--- src/fifo_with_min_max_query_unit_defines.svh ---
// Assertion macros used by the top-level file to check its own logic
`ifndef FIFO_WITH_MIN_MAX_QUERY_UNIT_DEFINES_SVH
`define FIFO_WITH_MIN_MAX_QUERY_UNIT_DEFINES_SVH

// Check that a condition implies another condition in the same cycle
`define FWMM_ASSERT_SAME(label, clk, rst_n, ante, cons, msg) \
    label: assert property (@(posedge clk) disable iff (!(rst_n)) (ante) |-> (cons)) \
        else $error(msg);

// Check that a condition implies another condition in the next cycle
`define FWMM_ASSERT_NEXT(label, clk, rst_n, ante, cons, msg) \
    label: assert property (@(posedge clk) disable iff (!(rst_n)) (ante) |=> (cons)) \
        else $error(msg);

`endif

--- src/fwmm_pkg.sv ---
package fwmm_pkg;

    // Action codes of an input word
    localparam int unsigned ACT_W = 2;
    localparam logic [ACT_W-1:0] ACT_PUSH  = 2'd0;
    localparam logic [ACT_W-1:0] ACT_POP   = 2'd1;
    localparam logic [ACT_W-1:0] ACT_QUERY = 2'd2;

    // Width of the reported entry count
    localparam int unsigned COUNT_W = 5;

    // Controller states
    typedef enum logic [4:0] {
        S_IDLE  = 5'b00001,
        S_PREP  = 5'b00010,
        S_SCAN  = 5'b00100,
        S_DRAIN = 5'b01000,
        S_DONE  = 5'b10000
    } t_state;

    // Commands from controller to datapath
    typedef struct packed {
        logic accept;
        logic scan_init;
        logic scan_step;
        logic load_out;
    } t_cmd;

    // Status from datapath to controller
    typedef struct packed {
        logic count_zero;
        logic scan_last;
    } t_status;

endpackage

--- src/fwmm_ram.sv ---
module fwmm_ram #(
    parameter int unsigned WIDTH = 32,
    parameter int unsigned DEPTH = 16
) (
    input  logic                     i_clk,
    input  logic                     i_wr_en,
    input  logic [$clog2(DEPTH)-1:0] i_wr_addr,
    input  logic [WIDTH-1:0]         i_wr_data,
    input  logic                     i_rd_en,
    input  logic [$clog2(DEPTH)-1:0] i_rd_addr,
    output logic [WIDTH-1:0]         o_rd_data
);

    logic [WIDTH-1:0] r_mem [DEPTH];
    logic [WIDTH-1:0] r_rd_data;

    // Write one word, read one word with registered data
    always_ff @(posedge i_clk) begin
        if (i_wr_en) begin
            r_mem[i_wr_addr] <= i_wr_data;
        end
        if (i_rd_en) begin
            r_rd_data <= r_mem[i_rd_addr];
        end
    end

    assign o_rd_data = r_rd_data;

endmodule

--- src/fwmm_ctrl.sv ---
module fwmm_ctrl (
    input  logic             i_clk,
    input  logic             i_rst_n,
    input  logic             i_in_valid,
    output logic             o_in_stall,
    output logic             o_out_valid,
    input  logic             i_out_stall,
    input  fwmm_pkg::t_status i_status,
    output fwmm_pkg::t_cmd    o_cmd
);

    fwmm_pkg::t_state r_state, n_state;
    fwmm_pkg::t_cmd   cmd;
    logic             r_out_valid, n_out_valid;

    // Sequence one word: act, prepare, scan, drain, deliver (scan and drain skipped when empty)
    always_comb begin
        n_state = r_state;
        cmd     = '0;
        unique case (r_state)
            fwmm_pkg::S_IDLE: begin
                if (i_in_valid) begin
                    cmd.accept = 1'b1;
                    n_state    = fwmm_pkg::S_PREP;
                end
            end
            fwmm_pkg::S_PREP: begin
                cmd.scan_init = 1'b1;
                n_state = i_status.count_zero ? fwmm_pkg::S_DONE : fwmm_pkg::S_SCAN;
            end
            fwmm_pkg::S_SCAN: begin
                cmd.scan_step = 1'b1;
                if (i_status.scan_last) begin
                    n_state = fwmm_pkg::S_DRAIN;
                end
            end
            fwmm_pkg::S_DRAIN: begin
                n_state = fwmm_pkg::S_DONE;
            end
            fwmm_pkg::S_DONE: begin
                if (!r_out_valid || !i_out_stall) begin
                    cmd.load_out = 1'b1;
                    n_state      = fwmm_pkg::S_IDLE;
                end
            end
            default: begin
                n_state = fwmm_pkg::S_IDLE;
            end
        endcase
    end

    // Hold the result word until taken
    always_comb begin
        n_out_valid = cmd.load_out ? 1'b1 : (r_out_valid && i_out_stall);
    end

    always_ff @(posedge i_clk) begin
        if (!i_rst_n) begin
            r_state     <= fwmm_pkg::S_IDLE;
            r_out_valid <= 1'b0;
        end else begin
            r_state     <= n_state;
            r_out_valid <= n_out_valid;
        end
    end

    assign o_in_stall  = (r_state != fwmm_pkg::S_IDLE);
    assign o_out_valid = r_out_valid;
    assign o_cmd       = cmd;

endmodule

--- src/fwmm_datapath.sv ---
module fwmm_datapath #(
    parameter int unsigned QUEUE_DEPTH = 16,
    parameter int unsigned VALUE_WIDTH = 32
) (
    input  logic                               i_clk,
    input  logic                               i_rst_n,
    input  fwmm_pkg::t_cmd                     i_cmd,
    output fwmm_pkg::t_status                  o_status,
    input  logic [fwmm_pkg::ACT_W-1:0]         i_action,
    input  logic signed [VALUE_WIDTH-1:0]      i_value,
    output logic signed [VALUE_WIDTH-1:0]      o_min_value,
    output logic signed [VALUE_WIDTH-1:0]      o_max_value,
    output logic [fwmm_pkg::COUNT_W-1:0]       o_entry_count,
    output logic                               o_is_empty,
    output logic                               o_push_dropped
);

    localparam int unsigned PTR_W = $clog2(QUEUE_DEPTH);
    localparam int unsigned CNT_W = $clog2(QUEUE_DEPTH + 1);
    localparam logic [PTR_W-1:0] PTR_LAST = PTR_W'(QUEUE_DEPTH - 1);
    localparam logic [CNT_W-1:0] CNT_FULL = CNT_W'(QUEUE_DEPTH);
    localparam logic [CNT_W-1:0] CNT_ONE  = CNT_W'(1);

    logic [PTR_W-1:0] r_head, r_tail, r_rd_ptr;
    logic [CNT_W-1:0] r_count, r_left;
    logic             r_dropped, r_rd_valid, r_first;
    logic signed [VALUE_WIDTH-1:0] r_min, r_max;
    logic signed [VALUE_WIDTH-1:0] r_o_min, r_o_max;
    logic [fwmm_pkg::COUNT_W-1:0]  r_o_count;
    logic             r_o_empty, r_o_dropped;

    logic             push_ok, pop_ok, full;
    logic [VALUE_WIDTH-1:0]        rd_data;
    logic signed [VALUE_WIDTH-1:0] rd_value;

    function automatic logic [PTR_W-1:0] next_slot(input logic [PTR_W-1:0] p);
        next_slot = (p == PTR_LAST) ? '0 : p + PTR_W'(1);
    endfunction

    // Decode the action of the accepted word
    assign full    = (r_count == CNT_FULL);
    assign push_ok = i_cmd.accept && (i_action == fwmm_pkg::ACT_PUSH) && !full;
    assign pop_ok  = i_cmd.accept && (i_action == fwmm_pkg::ACT_POP) && (r_count != '0);

    fwmm_ram #(
        .WIDTH (VALUE_WIDTH),
        .DEPTH (QUEUE_DEPTH)
    ) u_ram (
        .i_clk     (i_clk),
        .i_wr_en   (push_ok),
        .i_wr_addr (r_tail),
        .i_wr_data (i_value),
        .i_rd_en   (i_cmd.scan_step),
        .i_rd_addr (r_rd_ptr),
        .o_rd_data (rd_data)
    );

    assign rd_value = $signed(rd_data);

    // Advance pointers and count, track the scan
    always_ff @(posedge i_clk) begin
        if (!i_rst_n) begin
            r_head     <= '0;
            r_tail     <= '0;
            r_count    <= '0;
            r_rd_ptr   <= '0;
            r_left     <= '0;
            r_rd_valid <= 1'b0;
        end else begin
            if (push_ok) begin
                r_tail  <= next_slot(r_tail);
                r_count <= r_count + CNT_ONE;
            end else if (pop_ok) begin
                r_head  <= next_slot(r_head);
                r_count <= r_count - CNT_ONE;
            end
            if (i_cmd.scan_init) begin
                r_rd_ptr <= r_head;
                r_left   <= r_count;
            end else if (i_cmd.scan_step) begin
                r_rd_ptr <= next_slot(r_rd_ptr);
                r_left   <= r_left - CNT_ONE;
            end
            r_rd_valid <= i_cmd.scan_step;
        end
    end

    // Record a refused push
    always_ff @(posedge i_clk) begin
        if (i_cmd.accept) begin
            r_dropped <= (i_action == fwmm_pkg::ACT_PUSH) && full;
        end
    end

    // Fold each read word into the running minimum and maximum
    always_ff @(posedge i_clk) begin
        if (i_cmd.scan_init) begin
            r_min   <= '0;
            r_max   <= '0;
            r_first <= 1'b1;
        end else if (r_rd_valid) begin
            r_first <= 1'b0;
            if (r_first) begin
                r_min <= rd_value;
                r_max <= rd_value;
            end else begin
                if (rd_value < r_min) begin
                    r_min <= rd_value;
                end
                if (rd_value > r_max) begin
                    r_max <= rd_value;
                end
            end
        end
    end

    // Load the result word
    always_ff @(posedge i_clk) begin
        if (i_cmd.load_out) begin
            r_o_min     <= r_min;
            r_o_max     <= r_max;
            r_o_count   <= fwmm_pkg::COUNT_W'(r_count);
            r_o_empty   <= (r_count == '0);
            r_o_dropped <= r_dropped;
        end
    end

    assign o_status.count_zero = (r_count == '0);
    assign o_status.scan_last  = (r_left == CNT_ONE);

    assign o_min_value    = r_o_min;
    assign o_max_value    = r_o_max;
    assign o_entry_count  = r_o_count;
    assign o_is_empty     = r_o_empty;
    assign o_push_dropped = r_o_dropped;

endmodule

--- src/fifo_with_min_max_query_unit.sv ---
// Channel   Direction  Handshake                 Payload
// input     in         i_in_valid / o_in_stall   i_action, i_value
// result    out        o_out_valid / i_out_stall o_min_value, o_max_value, o_entry_count,
//                                                o_is_empty, o_push_dropped
//
// A result is offered once its word is accepted and the entries held after its action are
// scanned (the scan is skipped when the queue is left empty); the scan reads one
// entry per cycle through the single read port of the entry RAM. The next word can be taken
// in the cycle after the load.
// Synchronous active-low reset clears the pointers, the count and the controller; the
// entry RAM is not cleared. Input is stalled from acceptance until the result is loaded
// into the output register, which holds while the result side stalls.
`include "fifo_with_min_max_query_unit_defines.svh"

module fifo_with_min_max_query_unit #(
    parameter int unsigned QUEUE_DEPTH = 16,
    parameter int unsigned VALUE_WIDTH = 32
) (
    input  logic                          i_clk,
    input  logic                          i_rst_n,
    input  logic                          i_in_valid,
    output logic                          o_in_stall,
    input  logic [fwmm_pkg::ACT_W-1:0]    i_action,
    input  logic signed [VALUE_WIDTH-1:0] i_value,
    output logic                          o_out_valid,
    input  logic                          i_out_stall,
    output logic signed [VALUE_WIDTH-1:0] o_min_value,
    output logic signed [VALUE_WIDTH-1:0] o_max_value,
    output logic [fwmm_pkg::COUNT_W-1:0]  o_entry_count,
    output logic                          o_is_empty,
    output logic                          o_push_dropped
);

    localparam logic [fwmm_pkg::COUNT_W-1:0] COUNT_FULL = fwmm_pkg::COUNT_W'(QUEUE_DEPTH);

    fwmm_pkg::t_cmd    cmd;
    fwmm_pkg::t_status status;

    fwmm_ctrl u_ctrl (
        .i_clk       (i_clk),
        .i_rst_n     (i_rst_n),
        .i_in_valid  (i_in_valid),
        .o_in_stall  (o_in_stall),
        .o_out_valid (o_out_valid),
        .i_out_stall (i_out_stall),
        .i_status    (status),
        .o_cmd       (cmd)
    );

    fwmm_datapath #(
        .QUEUE_DEPTH (QUEUE_DEPTH),
        .VALUE_WIDTH (VALUE_WIDTH)
    ) u_datapath (
        .i_clk          (i_clk),
        .i_rst_n        (i_rst_n),
        .i_cmd          (cmd),
        .o_status       (status),
        .i_action       (i_action),
        .i_value        (i_value),
        .o_min_value    (o_min_value),
        .o_max_value    (o_max_value),
        .o_entry_count  (o_entry_count),
        .o_is_empty     (o_is_empty),
        .o_push_dropped (o_push_dropped)
    );

    // An accepted word blocks the input in the next cycle
    `FWMM_ASSERT_NEXT(a_stall_after_accept, i_clk, i_rst_n,
                      i_in_valid && !o_in_stall, o_in_stall,
                      "input not stalled after accept")

    // An empty queue reports zero extremes
    `FWMM_ASSERT_SAME(a_empty_zero, i_clk, i_rst_n,
                      o_out_valid && o_is_empty,
                      (o_min_value == '0) && (o_max_value == '0),
                      "empty result with nonzero extremes")

    // Extremes of a nonempty queue are ordered
    `FWMM_ASSERT_SAME(a_min_le_max, i_clk, i_rst_n,
                      o_out_valid && !o_is_empty, o_min_value <= o_max_value,
                      "minimum above maximum")

    // A refused push only happens on a full queue
    `FWMM_ASSERT_SAME(a_drop_full, i_clk, i_rst_n,
                      o_out_valid && o_push_dropped, o_entry_count == COUNT_FULL,
                      "push dropped while not full")

endmodule
--- config.mk ---
export PLATFORM = sky130hd
export DESIGN_NAME = fifo_with_min_max_query_unit
export DESIGN_NICKNAME = d
export VERILOG_FILES = /design/src/fwmm_pkg.sv /design/src/fwmm_ram.sv /design/src/fwmm_ctrl.sv /design/src/fwmm_datapath.sv /design/src/fifo_with_min_max_query_unit.sv
export VERILOG_INCLUDE_DIRS = /design/src /design/src/src
export SDC_FILE = /design/constraint.sdc
export NUM_CORES = 1
export LEC_CHECK = 0
export CORE_MARGIN = 2
export CORE_UTILIZATION = 57
export DETAILED_ROUTE_END_ITERATION = 8
export DONT_BUFFER_PORTS = 1
export PLACE_DENSITY = 0.75
export SLEW_MARGIN = 20
export SYNTH_ARGS = -nofsm -noshare
export SYNTH_HDL_FRONTEND = slang
export SYNTH_SLANG_ARGS = --single-unit
--- constraint.sdc ---
create_clock -name i_clk -period 4.8 [get_ports i_clk]
set_input_delay 0.24 -clock i_clk [delete_from_list [all_inputs] [get_ports i_clk]]
set_output_delay 0.24 -clock i_clk [all_outputs]
set_load 0.05 [all_outputs]
; Word level (Yosys, flattened, before mapping)
; Memories as Yosys holds them, arrays and structs flattened. A register that Yosys moved wholly into a read port is not among the register bits.
; Index checks and enable logic that the tools add are counted.
[totals]
ff_bits = 166
ramBits = 512
output_inout_bits = 73
word_cells = 90
memories = 1
[memory_table]
columns = memory, words, word_bits, read_ports, rd_clocked_by_memory_dff, wr, line_no
row1 = u_datapath.u_ram.r_mem, 16, 32, 1, 1, 1, fwmm_ram.sv:14  ; logic [WIDTH-1:0] r_mem [DEPTH];
[op_classes]
add_sub_neg = 6
n_lt_le_gt_ge = 2
eq_ne = 15
n_mux = 27
bitwise = 1
reduce_logical = 21
[ops]
columns = operator, count
row1 = two-way mux 32 bit, 4
row2 = two-way mux 5 bit, 8
row3 = greater-than comparator 32 bit, 1
row4 = less-than comparator 32 bit, 1
row5 = case mux 5 bit (5 select lines), 1
row6 = two-way mux 4 bit, 5
row7 = "adder 4 x 1 -> 4 bit, second input constant", 3
row8 = "== test 4 bit, second input constant", 3
row9 = "== test 5 x 1 -> 1 bit, second input constant", 2
row10 = "== test 5 bit, second input constant", 2
row11 = "subtractor 5 x 1 -> 5 bit, second input constant", 2
row12 = two-way mux 1 bit, 9
row13 = nonzero test 2 bit, 4
row14 = logical AND 1 bit, 6
row15 = AND reduction 2 bit, 3
row16 = "adder 5 x 1 -> 5 bit, second input constant", 1
row17 = "== test 5 x 2 -> 1 bit, second input constant", 1
row18 = "== test 5 x 3 -> 1 bit, second input constant", 1
row19 = "== test 5 x 4 -> 1 bit, second input constant", 1
row20 = logical NOT 5 bit, 1
row21 = "inequality test 5 x 1 -> 1 bit, second input constant", 1
row22 = nonzero test 5 bit, 1
row23 = "inequality test 2 bit, second input constant", 2
row24 = logical NOT 1 bit, 3
row25 = 6 further kinds, 6

; Depth between registers and ports, before layout
[logic_depth]
depth_word = 6
mapped_depth = 12
mapped_depth_nobuf = 10

; By module
; From an unflattened synthesis, not the netlist that was laid out.
[unflattened]
hier_cells = 1569
area_unflattened_um2 = 28240.8
[modules_own_cells]
columns = module, instances, cells_each, area_each_um2
row1 = fwmm_ram, 1, 838, 20155.6
row2 = fwmm_datapath, 1, 693, 7746.2
row3 = fwmm_ctrl, 1, 38, 339.1

; Worst setup path after synthesis
; OpenSTA, ideal clock, no wires.
[synth_path]
path_type = flip-flop to flip-flop
from = register u_ctrl.r_state[3]
to = register u_datapath.r_o_count (netlist bit u_datapath.o_entry_count[0]) (enable)
arrival_ps = 4218
required_time_ps = 4277
slack_ps = 58
stages_incl_launch_ff = 5
period_less_slack_ps = 4742
path_cell_list = dfxtp_1 > clkbuf_2 > nor3_4 > nand3b_1 > a21oi_1
[synth_rtl]
columns = item, line_no
row1 = start: declaration, fwmm_ctrl.sv:12  ; fwmm_pkg::t_state r_state, n_state;
row2 = start signal: assignment, fwmm_ctrl.sv:59  ; r_state <= fwmm_pkg::S_IDLE;
row3 = start signal: assignment, fwmm_ctrl.sv:62  ; r_state <= n_state;
row4 = end signal: assignment, fwmm_datapath.sv:122  ; r_o_count <= fwmm_pkg::COUNT_W'(r_count);
row5 = end: declaration, fwmm_datapath.sv:29  ; logic [fwmm_pkg::COUNT_W-1:0] r_o_count;

; Worst setup path after layout
[layout_path]
from = register u_datapath.u_ram.r_rd_data[31] (netlist: u_datapath.u_ram.o_rd_data[31]) (read register of u_datapath.u_ram.r_mem)
to = register u_datapath.r_min[22]
[layout_between]
elab_chain_cells = 3
[layout_lines]
columns = item, line_no
row1 = start: declaration, fwmm_ram.sv:15  ; logic [WIDTH-1:0] r_rd_data;
row2 = less-than comparator 32 bit, fwmm_datapath.sv:107  ; if (rd_value < r_min) begin
row3 = nonzero test 2 bit (no line), -
row4 = AND reduction 2 bit (no line), -
row5 = end signal: assignment, fwmm_datapath.sv:104  ; r_min <= rd_value;
row6 = end signal: assignment, fwmm_datapath.sv:108  ; r_min <= rd_value;
row7 = end: declaration, fwmm_datapath.sv:27  ; logic signed [VALUE_WIDTH-1:0] r_min, r_max;
; No other way between the ends.
; A chain may end at the register's enable or synchronous reset.

==> flow_summary.toml <==
[synth]
postSynthCellCount = 1496
synthesis.nets = 1609
yosysMostFrequentCell = "edfxtp_1"
syn_avg_cell_area_um2 = 18.8
synth_cell_type_count = 62
yosys.area.top_type = "edfxtp_1"
async_reset_ff_share_pct = 0
synth_common_cells = "616 x edfxtp_1, 160 x mux4_2, 124 x nand2_1"
ys_ff_latch = 710
netlist.area_leader.share_pct = 65.8
seq_area_frac_synth_pct = 72.5
yosys_most_used_dff = "edfxtp_1"
netlist_area_um2 = 28100
synth_edf_count = 616
ys_warn_count = 0
synth_area_leaders = "edfxtp_1 66%, mux4_2 13%, dfxtp_1 6.7%"

[critical_path]
setup.worst_path.start_class = "register"
worstReg2RegStart = "u_datapath.u_ram.o_rd_data[31]"
cp.arrival_ns = 4.21
end_kind = "register"
crit_chain = "ha_1 -> nand4_1 -> nor4_1 -> nand2_1 -> o211ai_1 -> xor2_1 -> o211a_2 -> buf_4 -> mux2i_1"
cpMaxStageDelayCell = "o211a_2"
critPathMaxStageDelay_ns = 0.67
r2r_cells = 9
path_buf_inv = 1
crit_family = "simple AND/OR/NAND/NOR gates"
critPathKind = "register to register"
critPathMaxFanout = 17
reg2reg_slack_ns = 1.10
reg2reg_to = "u_datapath.r_min[22]"
crit_required_ns = 5.32

[status]
status = "finished, final reports clean"

[global_route]
gr-total-overflow = 0
grtUsageTotal_pct = 22.5
grt_pass1_wl_um = 84500
antenna_found_initial = 6
grt_max_degree = 101
grt_pass1_vias = 13900

[clock_tree]
cts_tree = "yes"
clk_pin_slew_ns = 0.06
h-tree-depth = 3
root_buffer = "clkbuf_16"
cts.sinks = 710
cts_made_buffers = 70
clk_latency_ns = 0.60
cts_buffer_depth = 3
cts_resized = 0

[timing]
max_freq_mhz = 270
fin_setup_tns_ns = 0
setup_viol = 0
slew_headroom_pct = 28.4
fin_skew_ns = 0.0236
hold_viol_final = 0
layout_min_cycle_time_ns = 3.70
rsz0062_at_grt = "false"
tightest_slew_ns = 1.07
whs_ns = 0.108
maxSlewViolCount = 0
fin_crit_sh_pct = 77.0

[layout]
fillCellCount = 3219
areaGrowthSynthToFinish_pct = 12.2
finalInstanceArea_um2 = 31500
multi_input_area_um2 = 7200
drive_gt1_share_pct = 19.7
final_nets = 1687
ff_latch_area_um2 = 20400

[route]
dr_wl_met2_um = 27900
drtIter0Drc = 1269
wl_per_cell_um = 24.4
wl_met1_um = 23500
drt-pass1-iter-count = 5
routed_wl_um = 56100
dr.max_layer_used = "met5"
wl_met3_um = 3270
drc = 0
vias = 13900
viasPerCell = 6.05
detail-route-antenna-nets = 0

[power_and_ir_drop]
power-per-cell-area_nw_per_um2 = 397
p_int_w = 0.00995
p_clk_share_pct = 41.8
power_frac_seq_pct = 54.6
peakVddDrop_mv = 0.291
p_sw_w = 0.00257
total_leakage_power_nw = 9.92
comb_power_share_pct = 3.6
swShare_pct = 20.5

[floorplanning]
die_width_um = 226
start_util_pct = 57.5
die-area_um2 = 51100
die_h_um = 226
io_pins = 111
num_rows = 81
coreArea_um2 = 48800

[worst_hold_path]
hold_depth = 5
whs_endpoint = "u_ctrl.r_state[1]"
min_path_type = "primary input to register"
min_from = "i_in_valid"

[placement]
hpwl_um = 33400
io_buffers = 0
dpl_cell_area_um2 = 29000
place_congestion = 0.797

[flow_run]
cap_violations = 0
-- timing repair --
item | CTS | global route
endpoints found under the hold margin | 543 | 0
setup buffers | 0 | 0
hold buffers | 38 | 0
-- per-stage QoR --
stage | util (%) | cells | total power, W | setup WS, ns
global placement | 59.3 | 2128 | 0.00732 | 1.27
detailed placement | 59.3 | 2128 | 0.00733 | 1.05
finish | 64.6 | 2295 | 0.0125 | 1.10
floorplan | - | 1496 | 0.00724 | 0.0583
global route | 64.6 | 2294 | 0.0129 | 0.945
CTS | 64.6 | 2292 | 0.0126 | 1.02
-- power groups by stage --
stage	registers (W)	logic (W)	clock network, W
finish	0.00684	0.000449	0.00523
global route	0.00684	0.000492	0.00554
CTS	0.00684	0.000450	0.00532
detailed placement	0.00697	0.000362	0
global placement	0.00696	0.000351	0
floorplan	0.00695	0.000292	0
-- tightest hold or removal path: stages --
cell     delay (ns)
inv_1          0.04
a22o_1         0.16
nand2_1        0.09
nand2_1        0.10
nor2_1         0.04
-- metal layers --
layer | vias up | GRT usage (%)
met5 | - | 0
met4 | 6 | 6.77
met3 | 104 | 4.74
met2 | 491 | 37.2
met1 | 7196 | 30.5
li1 | 6080 | -
-- cell type report --
type | instances | area share (%)
tap | 664 | 2.63
clock inverter | 39 | 1.05
antenna | 3 | 0.0238
multi-input combinational | 648 | 22.8
sequential | 710 | 64.6
inverter | 74 | 0.881
timing repair buffer | 70 | 2.09
clock buffer | 87 | 5.85
-- worst max-delay path by stage --
| stage | endpoint | depth (start not counted) | from |
|---|---|---|---|
| 2_1_floorplan | u_datapath.o_entry_count[0] | 4 | u_ctrl.r_state[3] |
| 3_3_place_gp | u_datapath.r_min[13] | 9 | u_datapath.u_ram.o_rd_data[31] |
| 3_5_place_dp | u_datapath.r_min[22] | 9 | u_datapath.u_ram.o_rd_data[31] |
| 4_1_cts | u_datapath.r_min[12] | 9 | u_datapath.u_ram.o_rd_data[31] |
| 5_1_grt | u_datapath.r_min[15] | 10 | u_datapath.r_min[31] |
| 6_report | u_datapath.r_min[22] | 9 | u_datapath.u_ram.o_rd_data[31] |
-- logic make-up after synthesis --
family | share of synthesized area (%)
AOI/OAI and AO/OA | 2.37
buffers and inverters | 2.36
adders and majority gates | 3.37
DFF | 72.5
and+or+nand+nor | 3.82
xor gates and xnor gates | 0.280
muxes | 15.3
-- flip-flops by register name, summed over array words and instances (netlist names), 32 cells and up --
signal and count:
u_datapath.u_ram.r_mem 512, u_datapath.o_max_value 32, u_datapath.o_min_value 32, u_datapath.r_max 32
u_datapath.r_min 32, u_datapath.u_ram.o_rd_data 32
-- layout by cell type, fill, tap and decap left out, types with 9 or more instances in the layout --
cell,netlist,routed
edfxtp_1,616,616
mux4_2,160,160
nand2_1,124,124
dfxtp_1,94,90
ha_1,74,74
inv_1,72,72
clkbuf_16,0,71
mux2i_1,69,69
dlygate4sd3_1,0,38
nor2_1,41,29
buf_4,2,29
a21oi_1,28,27
o21ai_0,19,19
clkinv_1,1,15
clkbuf_1,29,15
nor2b_1,13,13
nor2_4,0,12
clkinv_2,0,12
nand4_1,11,11
nand3_1,10,9
Power figures use the tool's default switching activity.
